**config.mk**
```make
export PLATFORM = sky130hd
export DESIGN_NAME = mp2d_ctrl
export DESIGN_NICKNAME = d
export VERILOG_FILES = /design/src/sv/mp2d_pkg.sv /design/src/sv/mp2d_ctrl.sv
export SDC_FILE = /design/constraint.sdc
export NUM_CORES = 1
export LEC_CHECK = 0
export BUFFER_PORTS_ARGS = -buffer_cell sky130_fd_sc_hd__buf_4
export CAP_MARGIN = 10
export CORE_AREA = 3 3 40 42
export CTS_BUF_LIST = sky130_fd_sc_hd__clkbuf_16
export DETAILED_ROUTE_END_ITERATION = 10
export DIE_AREA = 0 0 43 45
export SYNTH_ARGS = -nofsm -noshare
export SYNTH_HDL_FRONTEND = slang
export SYNTH_SLANG_ARGS = --single-unit
```
**constraint.sdc**
```tcl
create_clock -name clk -period 1.5 [get_ports clk]
set_input_delay 0 -clock clk [delete_from_list [all_inputs] [get_ports clk]]
set_output_delay 0 -clock clk [all_outputs]
set_load 0.01 [all_outputs]
```
**src/sv/mp2d_pkg.sv**
```systemverilog
// Shared constants, register codes and controller/datapath handshake types
// for the 2D max pooling block. No dependencies.
`timescale 1ns / 1ps
`default_nettype none

package mp2d_pkg;

  // Sizing of the frame, the window and the samples
  localparam int MAX_WIDTH  = 2048;
  localparam int MAX_HEIGHT = 4096;
  localparam int MAX_KERNEL = 8;
  localparam int DATA_WIDTH = 16;

  localparam int COL_W  = $clog2(MAX_WIDTH);
  localparam int ROW_W  = $clog2(MAX_HEIGHT);
  localparam int BANK_W = $clog2(MAX_KERNEL);

  // Configuration register widths
  localparam int FW_W       = 12;
  localparam int FH_W       = 13;
  localparam int KS_W       = 4;
  localparam int WS_W       = 4;
  localparam int CFG_DATA_W = 13;

  // Reset values of the configuration registers
  localparam logic [FW_W-1:0] FW_RESET = FW_W'(1200);
  localparam logic [FH_W-1:0] FH_RESET = FH_W'(1200);
  localparam logic [KS_W-1:0] KS_RESET = KS_W'(5);
  localparam logic [WS_W-1:0] WS_RESET = WS_W'(5);

  // Pooled index divider: dividend width and step counter width
  localparam int DIV_W     = ROW_W;
  localparam int DIV_CNT_W = $clog2(DIV_W + 1);

  // Configuration register index codes
  typedef enum logic [1:0] {
    CFG_FRAME_WIDTH   = 2'd0,
    CFG_FRAME_HEIGHT  = 2'd1,
    CFG_POOL_SIDE     = 2'd2,
    CFG_WINDOW_STRIDE = 2'd3
  } cfg_reg_t;

  // Commands from the controller to the datapath
  typedef struct packed {
    logic take;       // pixel channel ready
    logic shift;      // push the column max into the shift line
    logic div_start;  // start the pooled row/column dividers
    logic emit;       // load the result register
  } dp_cmd_t;

  // Status from the datapath to the controller
  typedef struct packed {
    logic in_valid;   // a pixel word is offered
    logic row_ok;     // enough rows for a full window column
    logic col_ok;     // enough columns for a full window
    logic div_done;   // dividers finished
    logic rem_zero;   // window origin on the stride grid
    logic out_free;   // result register can take a word
  } dp_sts_t;

endpackage

`default_nettype wire

```
**src/sv/mp2d_ctrl.sv**
```systemverilog
// Controller state machine: sequences one pixel word through column max,
// index division and result load. Depends on mp2d_pkg.
`timescale 1ns / 1ps
`default_nettype none

module mp2d_ctrl (
  input  wire logic              clk,
  input  wire logic              rst,
  input  wire mp2d_pkg::dp_sts_t sts,
  output mp2d_pkg::dp_cmd_t      cmd
);
  import mp2d_pkg::*;

  typedef enum logic [3:0] {
    ST_IDLE   = 4'b0001,
    ST_COLMAX = 4'b0010,
    ST_DIVIDE = 4'b0100,
    ST_EMIT   = 4'b1000
  } state_t;

  state_t state;
  state_t state_next;

  // State register
  always_ff @(posedge clk) begin
    if (rst) begin
      state <= ST_IDLE;
    end else begin
      state <= state_next;
    end
  end

  // Next state and commands
  always_comb begin
    state_next = state;
    cmd        = '0;
    unique case (state)
      ST_IDLE: begin
        cmd.take = 1'b1;
        if (sts.in_valid) begin
          state_next = ST_COLMAX;
        end
      end
      ST_COLMAX: begin
        state_next = ST_IDLE;
        if (sts.row_ok) begin
          cmd.shift = 1'b1;
          if (sts.col_ok) begin
            cmd.div_start = 1'b1;
            state_next    = ST_DIVIDE;
          end
        end
      end
      ST_DIVIDE: begin
        if (sts.div_done) begin
          state_next = sts.rem_zero ? ST_EMIT : ST_IDLE;
        end
      end
      ST_EMIT: begin
        if (sts.out_free) begin
          cmd.emit   = 1'b1;
          state_next = ST_IDLE;
        end
      end
      default: begin
        state_next = ST_IDLE;
      end
    endcase
  end

endmodule

`default_nettype wire

```
==> impl_results.md, run 1 <==
- Initial antenna violation count: 0
- Reg clk slew, reported paths: ~0.030 ns
- Via density: approximately 4.9
- DRC errors left: 0
- Hold Fails Final Rpt: 0
- CTS Buffer Depth: 2
- Layout area overhead: 64.5%
- Routed wire length: between 700 and 800 um
- Slew Limit Fails: 0
- Worst VDD drop: between 0.0006 and 0.0007 V
- CTS tree: done
- DRT met1 WL: roughly 350 um
- Number of flops mapped to enable cells by yosys: 0
- Synth warn: 0
- Core area: 1280 um^2
- Top Registers: state (4)
- RSZ-0062 raised after global routing: no
- Aggregate global-route resource usage: under 10%
- Logic pwr share: between 10 and 15%
- Pin count of the biggest net entering global routing: 11
- Ratio of cells with drive above 1 in the final layout: 35.6%
- Status: complete, no violations
- Final Setup Violations: 0
- GRT Residual Overflow: 0
- Critical Path Start Type: flip-flop
- Post-synth top area share: ~29%
- Worst slack at placement: between 0.2 and 0.25 ns
- Top reg by flops: state
- Top Metal Used: met4
- Post-synthesis sequential area ratio: 29.5%
- Most area-hungry cell type in the Yosys netlist: dfxtp_1
- WP data arrival: ~1.4 ns
- Vias in the first global route: around 270
- DIE AREA: 1940 um^2
- Kind of end point of the critical path: flip-flop
- Cell count after synthesis: 31
- Met2 wire length: 268 um
- Crit Path Category: reg -> reg
- Iteration-0 DRC Markers: 3
- FP Rows: 13
- Final core occ: 34.8%
- Switching Share: roughly a fifth
- First-pass GRT wire length: 1.13 mm
- Routed WL per cell: 12.4 um
- Antenna cells: 0
- # nets final: 55
- Top FF cell, synth: dfxtp_1
- Mapped Nets: 39
- Synthesized cell area: approximately 270 um^2
- First drt pass iteration count: 4
- Initial Util: between 20% and 30%
- Slew margin rel.: about three quarters
- Fin crit period: ~1.3 ns
- #FFs+latches synth: 4
- Cell family with most CP delay: simple AND/OR/NAND/NOR gates
- Most area-consuming cells after synthesis: dfxtp_1 29%, nor3b_1 11%, nor4b_2 5.5%
- Clk Tree Root Cell: clkbuf_16
- Largest register FFs: 4
- CTS sink cnt: 4
- Max_cap viols: 0
- Max stage delay on crit path: 0.55 ns
- P_leak: a little over 0.0002 uW
- WP data required: 1.61 ns
- Internal Pwr Total: approximately 500 uW
- Crit-path max FO: 10
- Tightest Pin Transition: 0.345 ns
- Commonest cells post-synth: 4 x dfxtp_1, 4 x nor3b_1, 3 x nor2_1, 2 x a21oi_1, 2 x inv_1
- HP Class: in -> reg
- Synth async-reset ratio: 0%
- Syn_area_per_cell: ~8.8 um^2
- CP Buf/Inv Count: 0
- TritonCTS Buffers: 3
- IO Pins: 12
- Final setup margin: between 0.2 and 0.25 ns
- Worst skew pair latency: about 0.23 ns
- Flop pwr share: a little over a fifth
- GPL Wtd Cong: ~0.7
- Power density of the placed cells: ~1400 nW/um^2
- CP cell instances: or4b_1, a31oi_1, o31ai_1
- DR WL met3: approximately 80 um
- Post-DP HPWL: roughly 510 um
- Setup TNS: 0 ns
- Hold_ws: roughly 0.064 ns
- Synth unique cells: 21
- DRT antenna net count: 0
- Achievable Freq: between 0.7 and 0.8 GHz
- Width of the chip: roughly 43 um
- Clk pwr share: 64.5%
- H-tree levels: 1
- DR vias: between 200 and 300
- Worst path slowest cell: or4b_1
- Final period util: between 80% and 90%
- Layout Skew: ~0.0029 ns
- Switching power: roughly 130 uW
- Number of buffers added on ports: 11
- Post-CTS Setup Bufs: 0
- Die span in y: roughly 45 um
==> cell families after synthesis <==
family	share of synthesized area (%)
compound gates	16.1
buf+inv	6.91
simple gates	47.5
flops	29.5
==> through the flow <==
| stage | power [uW] | instances | cell area [um^2] |
|---|---|---|---|
| global placement | 228 | 56 | 362 |
| finish | 643 | 60 | 447 |
| global route | 671 | 60 | 447 |
| detailed placement | 228 | 56 | 362 |
| floorplan | 186 | 31 | 272 |
| CTS | 648 | 60 | 447 |
==> final timing paths <==
kind	from	endpoint	slack, ns	depth (start not counted)
worst max-delay path	state[2]	state[0]	0.23	3
worst min register to register	state[1]	state[0]	0.63	2
worst max register to register	state[2]	state[0]	0.23	3
worst min-delay path	sts[5]	state[0]	0.06	4
==> power by group through the flow <==
stage / Clock, uW / Sequential (uW) / Combinational, uW
global placement: 0 / 135 / 92.9
global route: 431 / 136 / 105
detailed placement: 0 / 135 / 93.2
CTS: 419 / 133 / 95.9
floorplan: 0 / 130 / 56.7
finish: 415 / 134 / 94.4
==> worst min-delay path, cell delays in order <==
cell	delay [ns]
buf_4	0.11
inv_1	0.04
a21oi_1	0.05
o31ai_1	0.05
==> cell usage in the layout, fill, tap and decap left out <==
cell type / synthesis / routed
nand4_1: 1 / 1
inv_1: 2 / 2
or4b_1: 1 / 1
or3b_2: 1 / 1
a31oi_1: 1 / 1
dlygate4sd3_1: 0 / 1
dfxtp_1: 4 / 4
a21oi_1: 2 / 2
o21ai_1: 1 / 1
and4b_1: 1 / 1
o21a_1: 1 / 1
clkbuf_16: 0 / 3
nor2_1: 3 / 3
nor3_1: 1 / 1
nor4b_2: 1 / 1
o31ai_1: 1 / 1
and3_1: 1 / 1
o211ai_1: 1 / 1
nor2b_1: 1 / 1
nor3b_1: 4 / 4
and3b_1: 1 / 1
or4bb_1: 1 / 1
buf_4: 0 / 11
==> cell type report <==
class	count	area, um^2
inverters	2	7.51
multi-input cells	24	173
well taps	15	18.8
clock buffers	3	75.1
fillers	135	838
repair buffers	12	92.6
flip-flops and latches	4	80.1
==> timing repair <==
item                                   4_1_cts  5_1_grt
gates resized for setup                      0        0
endpoints found under the hold margin        4        0
hold buffers                                 1        0
==> per-layer routing <==
layer,vias up,track usage (%)
met5,-,0
li1,148,-
met2,17,9.88
met3,5,5.98
met4,0,10.8
met1,123,10.8
Note: power is estimated with default switching activity, not from simulation.
==> inputs of run 2 (changes only) <==
Clock period 1.5 ns to 1.27 ns, I/O delays scaled along.
==> impl_results.md, run 2 (same netlist as run 1, synthesis figures left out) <==
- Crit Path Category: reg -> reg (unchanged)
- Die span in y: 45 um (unchanged)
- Antenna cells: 0 (unchanged)
- Kind of end point of the critical path: flip-flop (unchanged)
- CTS tree: done (unchanged)
- Fin crit period: 1.24 ns (was 1.27 ns)
- Power density of the placed cells: 1530 nW/um^2 (was 1440 nW/um^2)
- Layout Skew: 0.000396 ns (was 0.00287 ns)
- Final core occ: 40.2% (was 34.8%)
- Hold path start: sts[5] (unchanged)
- Pin count of the biggest net entering global routing: 9 (was 11)
- CP cell instances: or3b_2, a31oi_1, o31ai_2 (was or4b_1, a31oi_1, o31ai_1)
- Layout area overhead: 90.3% (was 64.5%)
- DRT antenna net count: 0 (unchanged)
- GRT Residual Overflow: 0 (unchanged)
- Routed wire length: 831 um (was 742 um)
- Flop pwr share: 19.9% (was 20.8%)
- Hold Fails Final Rpt: 0 (unchanged)
- Clk pwr share: 61.5% (was 64.5%)
- DRC errors left: 0 (unchanged)
- Largest register FFs: 4 (unchanged)
- Commonest non-fill, non-tap cell in the layout: buf_4 (unchanged)
- Core area: 1280 um^2 (unchanged)
- Reg clk slew, reported paths: 0.03 ns (about the same)
- HP Class: in -> reg (unchanged)
- Worst r2r src: state[2] (unchanged)
- Internal Pwr Total: 626 uW (was 512 uW)
- First-pass GRT wire length: 1.30 mm (was 1.13 mm)
- FP Rows: 13 (unchanged)
- Status: complete, no violations (unchanged)
- # nets final: 59 (was 55)
- First drt pass iteration count: 4 (unchanged)
- Routed WL per cell: 13.0 um (was 12.4 um)
- Iteration-0 DRC Markers: 5 (was 3)
- Hold Crit Depth: 4 (unchanged)
- DR vias: 308 (was 293)
- Final Setup Violations: 0 (unchanged)
- Cell family with most CP delay: simple AND/OR/NAND/NOR gates (unchanged)
- Achievable Freq: 0.808 GHz (was 0.787 GHz)
- Max stage delay on crit path: 0.46 ns (was 0.55 ns)
- Tightest Pin Transition: 0.272 ns (was 0.345 ns)
- Layout Cells excl Fill: 64 (was 60)
- Switching Share: 20.8% (was 20.4%)
- Via density: 4.81 (was 4.88)
- Switching power: 165 uW (was 131 uW)
- Worst path slowest cell: or3b_2 (was or4b_1)
- Critical Path Start Type: flip-flop (unchanged)
- P_leak: 0.000235 uW (was 0.000202 uW)
- H-tree levels: 1 (unchanged)
- Slew margin rel.: 81.8% (was 77.0%)
- Area of the multi-input gates: 201 um^2 (was 173 um^2)
- Aggregate global-route resource usage: 9.73% (was 9.23%)
- CTS sink cnt: 4 (unchanged)
- Worst r2r path cells: 3 (unchanged)
- Max_cap viols: 0 (unchanged)
- Vias in the first global route: 314 (was 265)
- Post-DP HPWL: 615 um (was 514 um)
- Number of buffers added on ports: 11 (unchanged)
- Commonest cells after routing, fill and taps aside: 14 x buf_4, 3 x clkbuf_16, 3 x dfxtp_2 (was 11 x buf_4, 4 x nor3b_1, 4 x dfxtp_1, 3 x nor2_1, 3 x clkbuf_16)
- Clk Tree Root Cell: clkbuf_16 (unchanged)
- Width of the chip: 43 um (unchanged)
- WP data required: 1.36 ns (was 1.61 ns)
- CTS Buffer Depth: 2 (unchanged)
- Top Registers: state (4) (unchanged)
- Worst hold endpoint: state[0] (unchanged)
- Dpl cells: 59 (was 56)
- Initial Util: 21.1% (unchanged)
- TritonCTS Buffers: 3 (unchanged)
- Worst VDD drop: 0.000652 V (was 0.000616 V)
- GPL Wtd Cong: 0.688 (was 0.703)
- Register area: 87.6 um^2 (was 80.1 um^2)
- Initial antenna violation count: 0 (unchanged)
- WP data arrival: 1.33 ns (was 1.38 ns)
- Top reg by flops: state (unchanged)
- IO Pins: 12 (unchanged)
- Ratio of cells with drive above 1 in the final layout: 61.2% (was 35.6%)
- Slew Limit Fails: 0 (unchanged)
- Setup TNS: 0 ns (unchanged)
- CP Buf/Inv Count: 0 (unchanged)
- RSZ-0062 raised after global routing: yes (was no)
- Reg2reg setup slack: 0.03 ns (was 0.23 ns)
- R2r endpoint: state[0] (unchanged)
- DIE AREA: 1940 um^2 (unchanged)
- Worst skew pair latency: 0.22 ns (was 0.23 ns)
- Fill count: 139 (was 135)
- Final period util: 97.4% (was 84.7%)
- Crit-path max FO: 8 (was 10)
- Logic pwr share: 18.7% (was 14.7%)
run 2: changes by cell type in the layout (fill, tap and decap cells not counted), sizes merged:
| cell | previous run | this run |
|---|---|---|
| buf | 11 | 15 |
run 2: layout make-up:
| cell class | instances | share of cell area [%] |
|---|---|---|
| Multi-Input combinational cell | 24 | 39.0 |
| Clock buffer | 3 | 14.5 |
| Sequential cell | 4 | 16.9 |
| Tap cell | 15 | 3.63 |
| Inverter | 2 | 1.45 |
| Timing Repair Buffer | 16 | 24.5 |
run 2: routing by layer:
metal,up-vias,global-route usage (%),part of all wire [%]
met5,-,0,0
met4,0,10.8,0
met3,0,3.19,7.3
met2,10,13.8,47
met1,143,10.8,45
li1,155,-,-
run 2: power groups by stage:
stage	registers, uW	clock network, uW	logic (uW)
after floorplan	153	0	67.0
after global placement	154	0	124
after detailed placement	155	0	125
after CTS	155	490	135
after global routing	159	506	164
final	157	486	148
run 2: worst max-delay path by stage:
| stage | from | end | slack (ns) | depth (start not counted) |
|---|---|---|---|---|
| 2_1_floorplan | state[2] | state[0] | 0.04 | 4 |
| 3_3_place_gp | state[2] | state[0] | 0.07 | 3 |
| 3_5_place_dp | state[2] | state[0] | 0.02 | 3 |
| 4_1_cts | state[2] | state[0] | 0.003 | 3 |
| 5_1_grt | state[2] | state[0] | -0.02 | 3 |
| 6_report | state[2] | state[0] | 0.03 | 3 |
run 2: through the flow:
stage                     power, uW  instance area (um^2)  hold WS, ns  setup slack, ns
after floorplan                 220                   272       0.0691           0.0381
after detailed placement        279                   384        0.198           0.0223
after global placement          278                   384        0.193           0.0742
final                           790                   517        0.122           0.0328
after global routing            829                   517        0.139          -0.0160
after CTS                       781                   478        0.109          0.00337
run 2: tightest hold or removal path, cell delays in order:
cell     delay, ns
buf_4         0.12
inv_1         0.05
a21oi_1       0.08
o31ai_2       0.06
run 2: timing repair:
item / 4_1_cts / 5_1_grt
hold endpoints to repair: 3 / 0
pin swaps: 0 / 3
gates resized for setup: 1 / 12
setup endpoints to repair: 1 / 5
setup buffers: 0 / 1
hold buffers: 1 / 0
